<file path="src/design/ahcpp_pkg.sv">
// Shared types, codes and command tables of the ASCII hex command packet parser.
package ahcpp_pkg;

  localparam int TokenBufferSizeDef = 10;
  localparam int FieldLimitDef      = 10;
  localparam int ArgSlots           = 9;
  localparam int NumCmds            = 8;
  localparam int TdataW             = 88;

  typedef enum logic [1:0] {
    PH_IDLE,
    PH_TYPE,
    PH_FIELD
  } phase_t;

  typedef enum logic [2:0] {
    ERR_BAD_CHAR,
    ERR_NO_TYPE,
    ERR_NO_FIELD,
    ERR_UNKNOWN_TYPE,
    ERR_TOO_MANY,
    ERR_BAD_VALUE,
    ERR_COUNT,
    ERR_TOO_LONG
  } err_t;

  typedef enum logic [3:0] {
    CMD_TIME     = 4'd0,
    CMD_DATE     = 4'd1,
    CMD_SCHSET   = 4'd2,
    CMD_SCHINTEN = 4'd3,
    CMD_SCHINT   = 4'd4,
    CMD_SCHSEG   = 4'd5,
    CMD_OUTPUT   = 4'd6,
    CMD_SAVE     = 4'd7,
    CMD_NONE     = 4'd8
  } cmd_t;

  // Names right-aligned: first character in the highest used byte
  localparam logic [63:0] CMD_NAME [NumCmds] = '{
    64'("TIME"), 64'("DATE"), 64'("SCHSET"), 64'("SCHINTEN"),
    64'("SCHINT"), 64'("SCHSEG"), 64'("OUTPUT"), 64'("SAVE")
  };
  localparam logic [3:0] CMD_NAME_LEN [NumCmds] = '{
    4'd4, 4'd4, 4'd6, 4'd8, 4'd6, 4'd6, 4'd6, 4'd4
  };
  localparam logic [3:0] CMD_FIELDS [NumCmds] = '{
    4'd4, 4'd3, 4'd1, 4'd2, 4'd9, 4'd6, 4'd1, 4'd0
  };

  // Field limits
  localparam logic [15:0] YEAR_MIN   = 16'd2024;
  localparam logic [15:0] HOUR_MAX   = 16'd23;
  localparam logic [15:0] MINSEC_MAX = 16'd59;
  localparam logic [15:0] ZONE_MAX   = 16'h6F;
  localparam logic [15:0] MONTH_LIM  = 16'h0C;
  localparam logic [15:0] DAY_LIM    = 16'h1F;
  localparam logic [15:0] SW_HOUR_MAX = 16'h17;
  localparam logic [15:0] SW_MIN_MAX  = 16'h3C;

  localparam logic [7:0] CH_STAR  = 8'h2A;
  localparam logic [7:0] CH_COLON = 8'h3A;
  localparam logic [7:0] CH_SEMI  = 8'h3B;

  // One answer of the parser
  typedef struct packed {
    logic        is_error;
    err_t        error_code;
    logic [2:0]  command;
    logic [15:0] arg0;
    logic [7:0]  arg1;
    logic [7:0]  arg2;
    logic [7:0]  arg3;
    logic [7:0]  arg4;
    logic [7:0]  arg5;
    logic [7:0]  arg6;
    logic [7:0]  arg7;
    logic [7:0]  arg8;
  } res_t;

endpackage

</file>
<file path="src/design/ascii_hex_command_packet_parser.sv">
// Top level of the ASCII hex command packet parser.
// Parses packets "*TYPE;" or "*TYPE:F1:...:FN;" one received character per
// transfer and answers OK with command and hex arguments, or an error code.
// Input: s_axis_tdata carries one character. Output: m_axis_tuser flags an
// error answer, m_axis_tdata carries code, command and arguments.
// Characters that close no packet and cause no error give no answer.
// A character taken into the input register is parsed once the result
// register or its skid stage can accept, and any answer it gives lands in
// the result register, which drives m_axis_tvalid. One character per cycle
// is sustained while the skid stage is not full;
// the parser state update of one character is the state feedback loop.
// When the receiver stalls, answers collect in the result register and its
// skid stage; the input register and then s_axis_tready hold only when both
// are full.
// Reset (rst, synchronous) returns the parser to idle, awaiting '*', and
// clears the input, result and skid valid flags; no clearing pass is needed.
module ascii_hex_command_packet_parser import ahcpp_pkg::*; #(
  parameter int TOKEN_BUFFER_SIZE = TokenBufferSizeDef,
  parameter int FIELD_LIMIT       = FieldLimitDef
) (
  input  logic              clk,
  input  logic              rst,
  input  logic              s_axis_tvalid,
  output logic              s_axis_tready,
  input  logic [7:0]        s_axis_tdata,   // [7:0] rx_byte
  output logic              m_axis_tvalid,
  input  logic              m_axis_tready,
  output logic [TdataW-1:0] m_axis_tdata,   // error_code, command, arg0..arg8, pad
  output logic              m_axis_tuser    // [0] is_error
);

  logic       in_valid, go, res_ready, res_valid;
  logic [7:0] in_byte;
  res_t       res, out_res;

  assign go            = in_valid && res_ready;
  assign s_axis_tready = !in_valid || go;

  // Input register
  always_ff @(posedge clk) begin
    if (rst) in_valid <= 1'b0;
    else if (s_axis_tready) in_valid <= s_axis_tvalid;
  end

  always_ff @(posedge clk) begin
    if (s_axis_tready && s_axis_tvalid) in_byte <= s_axis_tdata;
  end

  ahcpp_core #(
    .TOKEN_BUFFER_SIZE(TOKEN_BUFFER_SIZE),
    .FIELD_LIMIT      (FIELD_LIMIT)
  ) u_core (
    .clk      (clk),
    .rst      (rst),
    .go       (go),
    .rx_byte  (in_byte),
    .res_valid(res_valid),
    .res      (res)
  );

  ahcpp_outbuf u_outbuf (
    .clk       (clk),
    .rst       (rst),
    .push      (res_valid),
    .push_data (res),
    .push_ready(res_ready),
    .out_valid (m_axis_tvalid),
    .out_data  (out_res),
    .out_ready (m_axis_tready)
  );

  // Pack the answer, first field lowest
  assign m_axis_tuser = out_res.is_error;
  assign m_axis_tdata = {2'b00, out_res.arg8, out_res.arg7, out_res.arg6, out_res.arg5,
                         out_res.arg4, out_res.arg3, out_res.arg2, out_res.arg1,
                         out_res.arg0, out_res.command, out_res.error_code};

endmodule

</file>
<file path="src/design/ahcpp_core.sv">
// Parser state, token buffer, field decode and range checks.
module ahcpp_core import ahcpp_pkg::*; #(
  parameter int TOKEN_BUFFER_SIZE = TokenBufferSizeDef,
  parameter int FIELD_LIMIT       = FieldLimitDef
) (
  input  logic       clk,
  input  logic       rst,
  input  logic       go,
  input  logic [7:0] rx_byte,
  output logic       res_valid,
  output res_t       res
);

  localparam int TokDepth = TOKEN_BUFFER_SIZE - 1;
  localparam int TokIdxW  = $clog2(TokDepth);
  localparam int LenW     = $clog2(TOKEN_BUFFER_SIZE);
  localparam int FcW      = $clog2(FIELD_LIMIT);
  localparam int RestIdxW = $clog2(ArgSlots - 1);

  phase_t          phase, phase_next;
  logic [LenW-1:0] len, len_next;
  cmd_t            cmd, cmd_next;
  logic [FcW-1:0]  fc, fc_next;
  logic [7:0]      tok [TokDepth];
  logic [15:0]     arg_first;
  logic [7:0]      arg_rest [ArgSlots-1];

  logic        tok_we, arg_we, emit, emit_ok, ok;
  err_t        err;
  logic [15:0] val;
  logic [3:0]  nib [4];
  logic [3:0]  nvalid;
  logic        hex2_ok, hex4_ok, first_ok, chk;
  logic        use_nib;
  logic [15:0] fval;
  logic        hit;
  cmd_t        hit_cmd;
  logic [3:0]  fc4;
  cmd_t        fin_cmd;
  logic [3:0]  fin_fc;
  logic        is_legal;
  logic [FcW:0] fc_inc;

  function automatic logic [4:0] nib_dec(input logic [7:0] c);
    if (c >= 8'h30 && c <= 8'h39) return {1'b1, 4'(c - 8'h30)};
    if (c >= 8'h41 && c <= 8'h46) return {1'b1, 4'(c - 8'h37)};
    return 5'd0;
  endfunction

  // Hex decode of the first four buffered characters
  always_comb begin
    for (int i = 0; i < 4; i++) begin
      {nvalid[i], nib[i]} = nib_dec(tok[i]);
    end
    hex2_ok  = (len == LenW'(1) && nvalid[0]) ||
               (len == LenW'(2) && nvalid[0] && nvalid[1]);
    hex4_ok  = hex2_ok || (len == LenW'(3) && &nvalid[2:0]) ||
               (len == LenW'(4) && &nvalid);
    first_ok = nvalid[0];
    unique case (len)
      LenW'(1): val = {12'd0, nib[0]};
      LenW'(2): val = {8'd0, nib[0], nib[1]};
      LenW'(3): val = {4'd0, nib[0], nib[1], nib[2]};
      default:  val = {nib[0], nib[1], nib[2], nib[3]};
    endcase
  end

  // Type name compare against the command table
  always_comb begin
    logic m;
    hit     = 1'b0;
    hit_cmd = CMD_NONE;
    for (int i = NumCmds - 1; i >= 0; i--) begin
      m = (len == LenW'(CMD_NAME_LEN[i]));
      for (int j = 0; j < 8; j++) begin
        if (j < int'(CMD_NAME_LEN[i]) &&
            tok[j] != CMD_NAME[i][8*(int'(CMD_NAME_LEN[i]) - 1 - j) +: 8]) begin
          m = 1'b0;
        end
      end
      if (m) begin
        hit     = 1'b1;
        hit_cmd = cmd_t'(4'(i));
      end
    end
  end

  // Range check of the field at the current position
  always_comb begin
    fc4     = 4'(fc);
    chk     = 1'b0;
    use_nib = 1'b0;
    unique case (cmd)
      CMD_TIME: begin
        if (fc4 == 4'd0) chk = hex2_ok && val <= HOUR_MAX;
        else if (fc4 == 4'd1 || fc4 == 4'd2) chk = hex2_ok && val <= MINSEC_MAX;
        else if (fc4 == 4'd3) chk = hex2_ok && val <= ZONE_MAX;
      end
      CMD_DATE: begin
        if (fc4 == 4'd0) chk = hex4_ok && val >= YEAR_MIN;
        else if (fc4 == 4'd1) begin
          chk     = first_ok && {12'd0, nib[0]} < MONTH_LIM;
          use_nib = 1'b1;
        end
        else if (fc4 == 4'd2) chk = hex2_ok && val < DAY_LIM;
      end
      CMD_SCHSET: begin
        chk     = fc4 == 4'd0 && first_ok && nib[0] <= 4'd2;
        use_nib = 1'b1;
      end
      CMD_SCHINTEN: begin
        if (fc4 == 4'd0) chk = hex2_ok && val <= 16'd7;
        else if (fc4 == 4'd1) begin
          chk     = first_ok && nib[0] <= 4'd1;
          use_nib = 1'b1;
        end
      end
      CMD_SCHINT: begin
        unique case (fc4)
          4'd0: begin
            chk     = first_ok && nib[0] <= 4'd7;
            use_nib = 1'b1;
          end
          4'd1, 4'd5: begin
            chk     = first_ok && nib[0] <= 4'd2;
            use_nib = 1'b1;
          end
          4'd2, 4'd6: begin
            chk     = first_ok && nib[0] <= 4'd8;
            use_nib = 1'b1;
          end
          4'd3, 4'd7: chk = hex2_ok && val <= SW_HOUR_MAX;
          4'd4, 4'd8: chk = hex2_ok && val <= SW_MIN_MAX;
          default:    chk = 1'b0;
        endcase
      end
      CMD_SCHSEG: chk = fc4 <= 4'd5 && hex2_ok;
      CMD_OUTPUT: begin
        chk     = fc4 == 4'd0 && first_ok && nib[0] <= 4'd1;
        use_nib = 1'b1;
      end
      default:    chk = 1'b0;
    endcase
    // nibble fields keep only their leading digit
    fval = use_nib ? {12'd0, nib[0]} : val;
  end

  // Next state and answer for the byte in hand
  always_comb begin
    phase_next = phase;
    len_next   = len;
    cmd_next   = cmd;
    fc_next    = fc;
    tok_we     = 1'b0;
    arg_we     = 1'b0;
    emit       = 1'b0;
    emit_ok    = 1'b0;
    err        = ERR_BAD_CHAR;
    ok         = 1'b0;
    fc_inc     = {1'b0, fc} + (FcW+1)'(1);
    is_legal   = rx_byte == CH_STAR || rx_byte == CH_COLON || rx_byte == CH_SEMI ||
                 (rx_byte >= 8'h30 && rx_byte <= 8'h39) ||
                 (rx_byte >= 8'h41 && rx_byte <= 8'h5A);
    fin_cmd    = cmd;
    fin_fc     = 4'(fc);
    if (phase == PH_IDLE) begin
      len_next = '0;
      cmd_next = CMD_NONE;
      if (rx_byte == CH_STAR) phase_next = PH_TYPE;
      else emit = 1'b1;
    end else if (!is_legal || rx_byte == CH_STAR) begin
      // bad character answers, a new start goes quiet
      emit = !is_legal;
      phase_next = PH_IDLE;
      len_next   = '0;
      cmd_next   = CMD_NONE;
    end else if (rx_byte == CH_COLON || rx_byte == CH_SEMI) begin
      if (len == '0) begin
        err = (phase == PH_TYPE) ? ERR_NO_TYPE : ERR_NO_FIELD;
      end else if (phase == PH_TYPE) begin
        if (hit) begin
          ok       = 1'b1;
          cmd_next = hit_cmd;
          fc_next  = '0;
          fin_cmd  = hit_cmd;
          fin_fc   = 4'd0;
        end else begin
          err = ERR_UNKNOWN_TYPE;
        end
      end else begin
        if (fc_inc >= (FcW+1)'(FIELD_LIMIT)) err = ERR_TOO_MANY;
        else if (cmd == CMD_NONE || !chk) err = ERR_BAD_VALUE;
        else begin
          ok      = 1'b1;
          arg_we  = fc4 < 4'(ArgSlots);
          fc_next = fc_inc[FcW-1:0];
          fin_fc  = 4'(fc_inc);
        end
      end
      if (ok && rx_byte == CH_COLON) begin
        phase_next = PH_FIELD;
        len_next   = '0;
      end else begin
        emit       = 1'b1;
        phase_next = PH_IDLE;
        len_next   = '0;
        cmd_next   = CMD_NONE;
        if (ok) begin
          if (fin_fc != CMD_FIELDS[fin_cmd[2:0]]) err = ERR_COUNT;
          else emit_ok = 1'b1;
        end
      end
    end else if (len < LenW'(TOKEN_BUFFER_SIZE - 1)) begin
      tok_we   = 1'b1;
      len_next = len + LenW'(1);
    end else begin
      emit       = 1'b1;
      err        = ERR_TOO_LONG;
      phase_next = PH_IDLE;
      len_next   = '0;
      cmd_next   = CMD_NONE;
    end
  end

  // Answer assembly; arguments past the command's count read as zero
  always_comb begin
    logic [3:0]  nf;
    logic [15:0] a_first;
    logic [7:0]  a_rest [ArgSlots-1];
    nf      = CMD_FIELDS[fin_cmd[2:0]];
    a_first = arg_first;
    a_rest  = arg_rest;
    // the closing field is only stored at this edge, so take it from the decode
    if (arg_we) begin
      if (fc4 == 4'd0) a_first = fval;
      else a_rest[RestIdxW'(fc4 - 4'd1)] = fval[7:0];
    end
    res = '0;
    res_valid = go && emit;
    if (emit_ok) begin
      res.command = fin_cmd[2:0];
      if (nf > 4'd0) res.arg0 = a_first;
      if (nf > 4'd1) res.arg1 = a_rest[0];
      if (nf > 4'd2) res.arg2 = a_rest[1];
      if (nf > 4'd3) res.arg3 = a_rest[2];
      if (nf > 4'd4) res.arg4 = a_rest[3];
      if (nf > 4'd5) res.arg5 = a_rest[4];
      if (nf > 4'd6) res.arg6 = a_rest[5];
      if (nf > 4'd7) res.arg7 = a_rest[6];
      if (nf > 4'd8) res.arg8 = a_rest[7];
    end else begin
      res.is_error   = 1'b1;
      res.error_code = err;
    end
  end

  // Control state
  always_ff @(posedge clk) begin
    if (rst) begin
      phase <= PH_IDLE;
      len   <= '0;
      cmd   <= CMD_NONE;
      fc    <= '0;
    end else if (go) begin
      phase <= phase_next;
      len   <= len_next;
      cmd   <= cmd_next;
      fc    <= fc_next;
    end
  end

  // Token and argument stores
  always_ff @(posedge clk) begin
    if (go && tok_we) tok[len[TokIdxW-1:0]] <= rx_byte;
    if (go && arg_we) begin
      if (fc4 == 4'd0) arg_first <= fval;
      else arg_rest[RestIdxW'(fc4 - 4'd1)] <= fval[7:0];
    end
  end

endmodule

</file>
<file path="src/design/ahcpp_outbuf.sv">
// Result register with a skid stage towards the output channel.
module ahcpp_outbuf import ahcpp_pkg::*; (
  input  logic clk,
  input  logic rst,
  input  logic push,
  input  res_t push_data,
  output logic push_ready,
  output logic out_valid,
  output res_t out_data,
  input  logic out_ready
);

  logic main_valid, skid_valid;
  res_t main_data, skid_data;
  logic take;

  assign take       = main_valid && out_ready;
  assign push_ready = !skid_valid;
  assign out_valid  = main_valid;
  assign out_data   = main_data;

  // Valid flags
  always_ff @(posedge clk) begin
    if (rst) begin
      main_valid <= 1'b0;
      skid_valid <= 1'b0;
    end else if (take || !main_valid) begin
      main_valid <= skid_valid || push;
      skid_valid <= 1'b0;
    end else if (push) begin
      skid_valid <= 1'b1;
    end
  end

  // Payload
  always_ff @(posedge clk) begin
    if (take || !main_valid) main_data <= skid_valid ? skid_data : push_data;
    else if (push) skid_data <= push_data;
  end

  a_skid_implies_main: assert property (@(posedge clk) disable iff (rst)
    skid_valid |-> main_valid) else $error("skid full with output empty");
  a_no_push_when_full: assert property (@(posedge clk) disable iff (rst)
    skid_valid |-> !push) else $error("result pushed into full buffer");
  a_held_result_kept: assert property (@(posedge clk) disable iff (rst)
    main_valid && !out_ready |=> main_valid) else $error("stalled result lost");

endmodule
</file>
<file path="config.mk">
export PLATFORM = sky130hd
export DESIGN_NAME = ascii_hex_command_packet_parser
export DESIGN_NICKNAME = d
export VERILOG_FILES = /design/src/design/ahcpp_pkg.sv /design/src/design/ascii_hex_command_packet_parser.sv /design/src/design/ahcpp_core.sv /design/src/design/ahcpp_outbuf.sv
export SDC_FILE = /design/constraint.sdc
export NUM_CORES = 1
export LEC_CHECK = 0
export BUFFER_PORTS_ARGS = -buffer_cell sky130_fd_sc_hd__buf_2
export CAP_MARGIN = 40
export CORE_MARGIN = 5
export CORE_UTILIZATION = 45
export DETAILED_ROUTE_END_ITERATION = 12
export SETUP_SLACK_MARGIN = 0.4
export SLEW_MARGIN = 30
export SYNTH_ARGS = -nofsm -noshare
export SYNTH_HDL_FRONTEND = slang
export SYNTH_HIERARCHICAL = 1
export SYNTH_SLANG_ARGS = --single-unit
</file>
<file path="constraint.sdc">
create_clock -name clk -period 7.3 [get_ports clk]
set_input_delay 1.46 -clock clk [delete_from_list [all_inputs] [get_ports clk]]
set_output_delay 1.46 -clock clk [all_outputs]
set_load 0.02 [all_outputs]
</file>
==> qor.yml, run 1 <==
status: "finished, final reports clean"
grt_pass1_wl_mm: 70.1
hold_violations: 0
drt_wl_total_mm: 45.1
synth_top_area_frac: 0.544
cp.required_ps: 7710
die_w_um: 210
tightestPinTransition_ps: 835
switchingPower_mw: 0.855
synth_edf_count: 326
yosysTopAreaCell: "edfxtp_1"
holdWs_ps: 502
placed_area_sq_mm: 0.0191
io_buffers: 100
vias_per_cell: 5.84
dp_hpwl_mm: 31.0
cts_sinks: 343
cts_buffer_depth: 3
fin_area_sq_mm: 0.0204
cts_tree: "done"
rsz0062_at_grt: "false"
hold_buffers: 0
grt_max_degree: 78
cts_root_buf: "clkbuf_16"
p_leak_nw: 7.15
fin_crit_sh: 0.862
cp.arrival_ps: 6700
synth_area_sq_mm: 0.0180
clk_pin_slew_ps: 60
avgSynthCellArea_sq_um: 12.6
rows: 73
insertion_delay_ps: 550
drv_slew: 0
ys_seq_elements: 343
cts_made_buffers: 40
finalPower_mw: 4.15
nNetsFinal: 1562
async_reset_ff_frac: 0
cp_max_fo: 41
core_area_sq_mm: 0.0396
grt_use_total: 0.200
synth-main-ff-cell: "edfxtp_1"
vias: 12100
post_cts_buffers: 0
crit_type: "reg2reg"
ant_nets: 0
ios: 103
first_pass_iters: 5
synth_most_common_cell: "edfxtp_1"
peakVddDrop_mv: 0.164
max-cap-violations: 0
fin_cells: 2075
post_cts_resized: 0
drive_gt1_frac: 0.255
h-tree-depth: 2
dp_cells: 2003
ys_seq_area_frac: 0.563
finClkSkew_ps: 28.1
yosys-top-cells-count: "326 x edfxtp_1, 137 x nand2_1, 104 x mux2_2"
die_h_um: 210
routabilityCongestion: 0.900
power.density_mw_per_mm2: 203
end_kind: "flip-flop"
p_comb_frac: 0.017
min_period_ps: 6290
finalSetupViolations: 0
drtIter0Drc: 751
hold_class: "reg2reg"
clock.fmax_mhz: 159
swShare: 0.206
pwr-share-clk: 0.459
seqPwrFrac: 0.524
syn_inst: 1431
tns_ps: 0
die_area_sq_mm: 0.0441
grt_pass1_vias: 11900
yosysWarningCount: 6
syn_to_final_growth_pct: 13.4
drc_errors: 0
overflow: 0
intPower_mw: 3.30
antenna_found_initial: 2
yosys-top-cells-area: "edfxtp_1 54%, mux2_2 6.5%, mux2i_1 4.8%"
post_synth_num_cell_types: 94
num_antenna_cells: 0
relSlewSlack: 0.436
start_util: 0.454
wl_per_cell_um: 21.7
cp-start-kind: "flip-flop"
[metal layers]
| layer | global-route usage | vias to the layer above | wire (um) |
|---|---|---|---|
| met2 | 0.311 | 303 | 20500 |
| met1 | 0.296 | 6017 | 21500 |
| met5 | 0 | - | 0 |
| li1 | - | 5742 | - |
| met3 | 0.0308 | 50 | 2220 |
| met4 | 0.0542 | 0 | 898 |
[metrics by stage]
step                      utilization  worst slack, ps
after global placement          0.481             1240
after floorplan                     -             -200
after CTS                       0.514             1070
final                           0.515             1010
after global routing            0.515              682
after detailed placement        0.483             1080
[critical path, stage by stage, from the launching register on]
cell and delay [ps]:
dfxtp_1 350, inv_1 120, ha_1 300, and3b_1 240
or4b_1 540, or4_1 550, a21o_1 210, o31ai_1 110
a21oi_1 200, a21oi_1 340, ha_1 320, nor2_1 150
a21oi_1 90, nor3b_1 160, or4b_1 530, or4b_4 810
buf_4 380, nor4b_1 460, mux2_2 230
[layout by cell type (no fill, tap or decap), types with 16 or more instances in the layout]
| cell type | synthesis | layout |
|---|---|---|
| a21oi_1 | 51 | 49 |
| buf_2 | 19 | 100 |
| buf_4 | 2 | 17 |
| clkbuf_16 | 0 | 41 |
| dfxtp_1 | 17 | 16 |
| edfxtp_1 | 326 | 326 |
| ha_1 | 28 | 27 |
| inv_1 | 29 | 29 |
| mux2_2 | 104 | 104 |
| mux2i_1 | 86 | 86 |
| nand2_1 | 137 | 136 |
| nand3_1 | 28 | 28 |
| nor2_1 | 74 | 72 |
| nor3_1 | 39 | 38 |
| nor4_2 | 18 | 21 |
| nor4b_1 | 31 | 31 |
| nor4b_2 | 32 | 32 |
| o21ai_0 | 63 | 62 |
[power groups by stage]
stage / clock [mW] / combinational (mW) / sequential [mW]
2_1_floorplan: 0 / 0.0205 / 2.23
3_3_place_gp: 0 / 0.0707 / 2.22
3_5_place_dp: 0 / 0.0708 / 2.22
4_1_cts: 1.96 / 0.0709 / 2.18
5_1_grt: 2.04 / 0.0752 / 2.18
6_report: 1.91 / 0.0704 / 2.17
[logic make-up (layout without fill, tap and decap cells)]
| logic type | count (synthesis) | count (layout) | share of synthesized area |
|---|---|---|---|
| other | 1 | 2 | 0.000208 |
| muxes | 198 | 198 | 0.120 |
| xor gates and xnor gates | 8 | 8 | 0.00389 |
| DFF | 343 | 343 | 0.563 |
| buffers and inverters | 105 | 223 | 0.0274 |
| adders and majority gates | 28 | 28 | 0.0195 |
| and+or+nand+nor | 522 | 522 | 0.184 |
| AOI/OAI and AO/OA | 226 | 226 | 0.0826 |
[flip-flops by register name, summed over array words and instances (netlist names), 2 cells and up]
signal              count
u_core/tok             64
u_core/arg_rest        64
u_outbuf/skid_data     87
in_byte                 8
u_core/len              4
u_outbuf/out_data      87
u_core/fc               4
u_core/arg_first       16
u_core/cmd              4
u_core/phase            2
[area by class of cell]
class / count / area [sq um]
Inverter: 30 / 113
Clock inverter: 23 / 178
Sequential cell: 343 / 10100
Fill cell: 3443 / 19200
Tap cell: 525 / 657
Multi-Input combinational cell: 984 / 7510
Timing Repair Buffer: 123 / 751
Clock buffer: 47 / 1070
[path summary, 6_finish.rpt]
path / slack [ps] / depth (start not counted) / end / start
min: 500 / 2 / in_valid / in_valid
min reg2reg: 500 / 2 / in_valid / in_valid
max: 1010 / 18 / u_outbuf/out_data[30] / u_core/len[0]
max reg2reg: 1010 / 18 / u_outbuf/out_data[30] / u_core/len[0]
No activity file was read; power rests on OpenSTA's default activity.
==> run 2: changes to the inputs <==
--- a/config.mk
+++ b/config.mk
@@ -12,2 +12,3 @@
 export DETAILED_ROUTE_END_ITERATION = 12
+export GPL_TIMING_DRIVEN = 0
 export SETUP_SLACK_MARGIN = 0.4
--- a/constraint.sdc
+++ b/constraint.sdc
@@ -3,2 +3,2 @@
 set_output_delay 1.46 -clock clk [all_outputs]
-set_load 0.02 [all_outputs]
+set_load 0.05 [all_outputs]
==> qor.yml, run 2 (synthesis results as in run 1) <==
status: "finished, final reports clean"  # unchanged
power.density_mw_per_mm2: 204  # was 203 mW/mm^2
tns_ps: 0  # unchanged
worstPathCellList: "inv_1 -> ha_1 -> and3b_1 -> or4b_1 -> or4_1 -> o311a_1 -> a21oi_2 -> mux2_2 -> inv_1 -> ha_1 -> nor2_1 -> a21oi_1 -> nor3b_1 -> or4b_1 -> or4b_4 -> buf_2 -> nor4b_1 -> mux2_2"  # was inv_1 -> ha_1 -> and3b_1 -> or4b_1 -> or4_1 -> a21o_1 -> o31ai_1 -> a21oi_1 -> a21oi_1 -> ha_1 -> nor2_1 -> a21oi_1 -> nor3b_1 -> or4b_1 -> or4b_4 -> buf_4 -> nor4b_1 -> mux2_2
drtIter0Drc: 988  # was 751
core_area_sq_mm: 0.0396  # unchanged
ant_nets: 0  # unchanged
setup_ws_ps: 1280  # was 1010 ps
cp_max_fo: 10  # was 41
fillers: 3471  # was 3443
layout_common_cells: "326 x edfxtp_1, 136 x nand2_1, 121 x buf_2, 104 x mux2_2, 85 x mux2i_1"  # was 326 x edfxtp_1, 136 x nand2_1, 104 x mux2_2, 100 x buf_2, 86 x mux2i_1
grt_pass1_vias: 12000  # was 11900
cts_buffer_depth: 3  # unchanged
fin_crit_sh: 0.825  # was 0.862
h-tree-depth: 2  # unchanged
final_common_cell: "edfxtp_1"  # unchanged
cts_made_buffers: 38  # was 40
start_util: 0.454  # unchanged
antenna_found_initial: 1  # was 2
grt_pass1_wl_mm: 70.2  # was 70.1 mm
routabilityCongestion: 0.918  # was 0.900
grt_max_degree: 52  # was 78
rsz0062_at_grt: "false"  # unchanged
drv_slew: 0  # unchanged
multi_input_area_sq_mm: 0.00751  # about the same
num_antenna_cells: 0  # unchanged
cts_root_buf: "clkbuf_16"  # unchanged
ios: 103  # unchanged
cp-start-kind: "flip-flop"  # unchanged
hold_class: "reg2reg"  # unchanged
io_buffers: 100  # unchanged
slowest_stage: "or4b_4"  # unchanged
end_kind: "flip-flop"  # unchanged
post_cts_resized: 0  # unchanged
syn_to_final_growth_pct: 15.4  # was 13.4%
timing.rr.end: "u_outbuf/out_data[5]"  # was u_outbuf/out_data[30]
clock.fmax_mhz: 166  # was 159 MHz
first_pass_iters: 8  # was 5
nNetsFinal: 1626  # was 1562
overflow: 0  # unchanged
drt_wl_total_mm: 45.4  # was 45.1 mm
die_h_um: 210  # unchanged
worst_hold_path.num_cells: 2  # unchanged
regArea_sq_mm: 0.0101  # about the same
p_leak_nw: 7.32  # was 7.15 nW
vias: 12400  # was 12100
dp_cells: 2068  # was 2003
drive_gt1_frac: 0.254  # was 0.255
cts_sinks: 343  # unchanged
placed_area_sq_mm: 0.0195  # was 0.0191 sq mm
grt_use_total: 0.201  # was 0.200
whs_endpoint: "in_valid"  # unchanged
rows: 73  # unchanged
min_period_ps: 6020  # was 6290 ps
r2r_start: "u_core/len[0]"  # unchanged
ff2ff_path_depth: 18  # unchanged
drc_errors: 0  # unchanged
final_util: 0.524  # was 0.515
holdCritStartpoint: "in_valid"  # unchanged
crit_type: "reg2reg"  # unchanged
vias_per_cell: 5.81  # was 5.84
die_area_sq_mm: 0.0441  # unchanged
wl_per_cell_um: 21.3  # was 21.7 um
peakVddDrop_mv: 0.176  # was 0.164 mV
dp_hpwl_mm: 33.2  # was 31.0 mm
r2r_slack_ps: 1280  # was 1010 ps
cp.required_ps: 7710  # about the same
fin_cells: 2137  # was 2075
finClkSkew_ps: 22.5  # was 28.1 ps
cts_tree: "done"  # unchanged
max-cap-violations: 0  # unchanged
relSlewSlack: 0.430  # was 0.436
finalSetupViolations: 0  # unchanged
insertion_delay_ps: 550  # about the same
post_cts_buffers: 0  # unchanged
die_w_um: 210  # unchanged
clk_pin_slew_ps: 60  # about the same
fin_area_sq_mm: 0.0208  # was 0.0204 sq mm
hold_violations: 0  # unchanged
cp.arrival_ps: 6430  # was 6700 ps
tightestPinTransition_ps: 855  # was 835 ps
slowest_delay_ps: 550  # was 810 ps
dp_slack_ps: 1120  # was 1080 ps
hold_buffers: 0  # unchanged
run 2: cell count changes in the layout (fill, tap and decap cells not counted), sizes merged:
cell,before,now
clkbuf,48,83
clkinv,17,14
bufinv,2,6
inv,32,30
buf,122,150
run 2: stage by stage:
stage               hold slack [ps]  power (mW)
floorplan                       467        2.29
global placement                480        2.33
detailed placement              494        2.33
CTS                             503        4.29
global route                    508        4.37
finish                          496        4.24
run 2: power by group:
part,switching (mW),internal (mW)
combinational,0.0920,0.0234
clock,0.762,1.19
sequential,0.0161,2.16
total,0.871,3.37
run 2: worst max-delay path by stage:
stage / start / end
global placement: u_core/len[0] / u_outbuf/skid_data[76]
finish: u_core/len[0] / u_outbuf/out_data[5]
CTS: u_core/tok[2][0] / u_outbuf/out_data[37]
floorplan: u_core/tok[0][7] / u_outbuf/skid_data[0]
global route: u_core/len[0] / u_outbuf/out_data[9]
detailed placement: u_core/tok[2][0] / u_outbuf/out_data[37]
run 2: routing by layer:
layer  GRT usage  share of wire  vias up
met1       0.297           0.47     6153
met2       0.314           0.45      324
met3      0.0284          0.051       64
met4      0.0522          0.021        0
met5           0              0        -
li1            -              -     5882
run 2: final cells by class:
cell class	instances	share of cell area
Multi-Input combinational cell	984	0.361
Sequential cell	343	0.488
Tap cell	525	0.0316
Buffer	75	0.0187
Clock inverter	22	0.0128
Inverter	30	0.00542
Timing Repair Buffer	114	0.0347
Clock buffer	44	0.0479
run 2: worst max-delay path: cells and delay by family, from the launching register on:
family                     cells  cell delay, ps
DFF                            1             360
and+or+nand+nor                8            3240
buffers and inverters          3             480
muxes                          2             700
AOI/OAI and AO/OA              3             520
adders and majority gates      2             570
==> run 3: changes to the inputs <==
Clock period 7.3 ns to 4.8 ns, I/O delays scaled along.
==> qor.yml, run 3 (synthesis results as in run 1) <==
finClkSkew_ps: 22.7  # was 22.5 ps
drv_slew: 0  # unchanged
grt_max_degree: 52  # unchanged
hold_buffers: 0  # unchanged
relSlewSlack: 0.391  # was 0.430
drive_gt1_frac: 0.353  # was 0.254
clock.fmax_mhz: 189  # was 166 MHz
grt_use_total: 0.213  # was 0.201
grt_pass1_wl_mm: 74.1  # was 70.2 mm
die_area_sq_mm: 0.0441  # unchanged
vias: 12800  # was 12400
rsz0062_at_grt: "true"  # was false
placed_area_sq_mm: 0.0208  # was 0.0195 sq mm
hold_violations: 0  # unchanged
syn_to_final_growth_pct: 29.5  # was 15.4%
overflow: 0  # unchanged
insertion_delay_ps: 560  # was 550 ps
io_buffers: 100  # unchanged
cts_tree: "done"  # unchanged
fin_area_sq_mm: 0.0233  # was 0.0208 sq mm
cp.arrival_ps: 5720  # was 6430 ps
fin_crit_sh: 1.10  # was 0.825
crit_type: "reg2reg"  # unchanged
cts_made_buffers: 38  # unchanged
slowest_stage: "or4_4"  # was or4b_4
p_leak_nw: 8.72  # was 7.32 nW
cts_root_buf: "clkbuf_16"  # unchanged
end_kind: "flip-flop"  # unchanged
drt_wl_total_mm: 48.4  # was 45.4 mm
routabilityCongestion: 0.914  # was 0.918
fin_cells: 2213  # was 2137
power.density_mw_per_mm2: 282  # was 204 mW/mm^2
holdWs_ps: 490  # was 496 ps
finalSetupViolations: 168  # was 0
num_antenna_cells: 0  # unchanged
ant_nets: 0  # unchanged
dp_hpwl_mm: 34.5  # was 33.2 mm
max-cap-violations: 0  # unchanged
worstPathCellList: "inv_2 -> ha_4 -> nand4_1 -> or4_4 -> or4_4 -> o311a_4 -> a21oi_4 -> mux2_4 -> inv_4 -> ha_4 -> nor2_4 -> a21oi_4 -> nor3b_2 -> or4b_4 -> or4b_4 -> buf_12 -> buf_12 -> buf_16 -> nor4b_4 -> mux2_4"  # was inv_1 -> ha_1 -> and3b_1 -> or4b_1 -> or4_1 -> o311a_1 -> a21oi_2 -> mux2_2 -> inv_1 -> ha_1 -> nor2_1 -> a21oi_1 -> nor3b_1 -> or4b_1 -> or4b_4 -> buf_2 -> nor4b_1 -> mux2_2
cp-start-kind: "flip-flop"  # unchanged
die_w_um: 210  # unchanged
start_util: 0.454  # unchanged
drtIter0Drc: 794  # was 988
cp.required_ps: 5240  # was 7710 ps
die_h_um: 210  # unchanged
h-tree-depth: 2  # unchanged
layout_common_cells: "326 x edfxtp_1, 136 x nand2_1, 114 x buf_2, 88 x mux2_4, 80 x mux2i_1"  # was 326 x edfxtp_1, 136 x nand2_1, 121 x buf_2, 104 x mux2_2, 85 x mux2i_1
antenna_found_initial: 1  # unchanged
rows: 73  # unchanged
tightestPinTransition_ps: 906  # was 855 ps
vias_per_cell: 5.78  # was 5.81
status: "complete, but fails checks"  # was finished, final reports clean
wl_per_cell_um: 21.9  # was 21.3 um
final_common_cell: "edfxtp_1"  # unchanged
grt_pass1_vias: 12300  # was 12000
peakVddDrop_mv: 0.289  # was 0.176 mV
slowest_delay_ps: 560  # was 550 ps
dp_cells: 2069  # was 2068
final_util: 0.588  # was 0.524
nNetsFinal: 1699  # was 1626
min_period_ps: 5290  # was 6020 ps
setup_ws_ps: -487  # was 1280 ps
violations: "negative setup slack"
first_pass_iters: 5  # was 8
cts_buffer_depth: 3  # unchanged
drc_errors: 0  # unchanged
cp_max_fo: 5  # was 10
core_area_sq_mm: 0.0396  # unchanged
clk_pin_slew_ps: 70  # was 60 ps
fillers: 3202  # was 3471
cts_sinks: 343  # unchanged
hold_class: "reg2reg"  # unchanged
ios: 103  # unchanged
## run 3: cell count changes in the layout (fill, tap and decap cells not counted), moves of 16 or more
| cell | previous run | this run |
|---|---|---|
| buf_4 | 4 | 67 |
| nor4b_4 | 0 | 57 |
| mux2_2 | 104 | 24 |
| mux2_4 | 8 | 88 |
| nor4_4 | 2 | 21 |
| nor4b_1 | 31 | 5 |
| nor4b_2 | 32 | 1 |
| nor4_2 | 21 | 5 |
## run 3: final timing paths
| check | start | to | slack (ps) | cells past startpoint |
|---|---|---|---|---|
| worst max-delay path | u_core/tok[1][1] | u_outbuf/out_data[25] | -490 | 20 |
| worst min-delay path | in_valid | in_valid | 490 | 2 |
| worst max register to register | u_core/tok[1][1] | u_outbuf/out_data[25] | -490 | 20 |
| worst min register to register | in_valid | in_valid | 490 | 2 |
## run 3: timing repair
action | in CTS | in global routing
gates cloned | 1 | 4
setup endpoints to repair | 332 | 306
pin swaps | 26 | 22
resized for setup | 74 | 38
setup buffers | 31 | 34
## run 3: final cells by class
cell class / instances / area [sq um] / share of cell area
sequential: 343 / 10100 / 0.435
multi-input combinational: 984 / 9080 / 0.390
timing repair buffer: 187 / 1450 / 0.0621
clock buffer: 47 / 1010 / 0.0431
tap: 525 / 657 / 0.0282
buffer: 75 / 564 / 0.0242
clock inverter: 22 / 307 / 0.0131
inverter: 30 / 115 / 0.00494
## run 3: layer usage
layer | GRT usage | wire length [um] | part of all wire | vias up
met5 | 0 | 0 | 0 | -
met4 | 0.0596 | 1330 | 0.027 | 0
met3 | 0.0250 | 2160 | 0.045 | 82
met2 | 0.344 | 22700 | 0.47 | 327
met1 | 0.307 | 22200 | 0.46 | 6362
li1 | - | - | - | 6031
## run 3: through the flow
stage / power [mW] / setup slack (ps) / setup TNS, ps
final: 6.57 / -487 / -51540
after global routing: 6.77 / -658 / -85140
after CTS: 6.65 / -479 / -51470
after detailed placement: 3.55 / -963 / -138450
after global placement: 3.54 / -6500 / -788530
after floorplan: 3.49 / -2700 / -238630
## run 3: power breakdown
part / switching, mW / total, mW / internal [mW]
clock: 1.20 / 3.08 / 1.88
sequential: 0.0240 / 3.30 / 3.28
combinational: 0.145 / 0.185 / 0.0409
total: 1.37 / 6.57 / 5.20
## run 3: critical path: cells and delay by family, from the launching register on
family	cells	cell delay (ps)
mux	2	540
flops	1	450
buf+inv	5	620
compound gates	3	420
fa+ha+maj	2	370
simple gates	8	2760
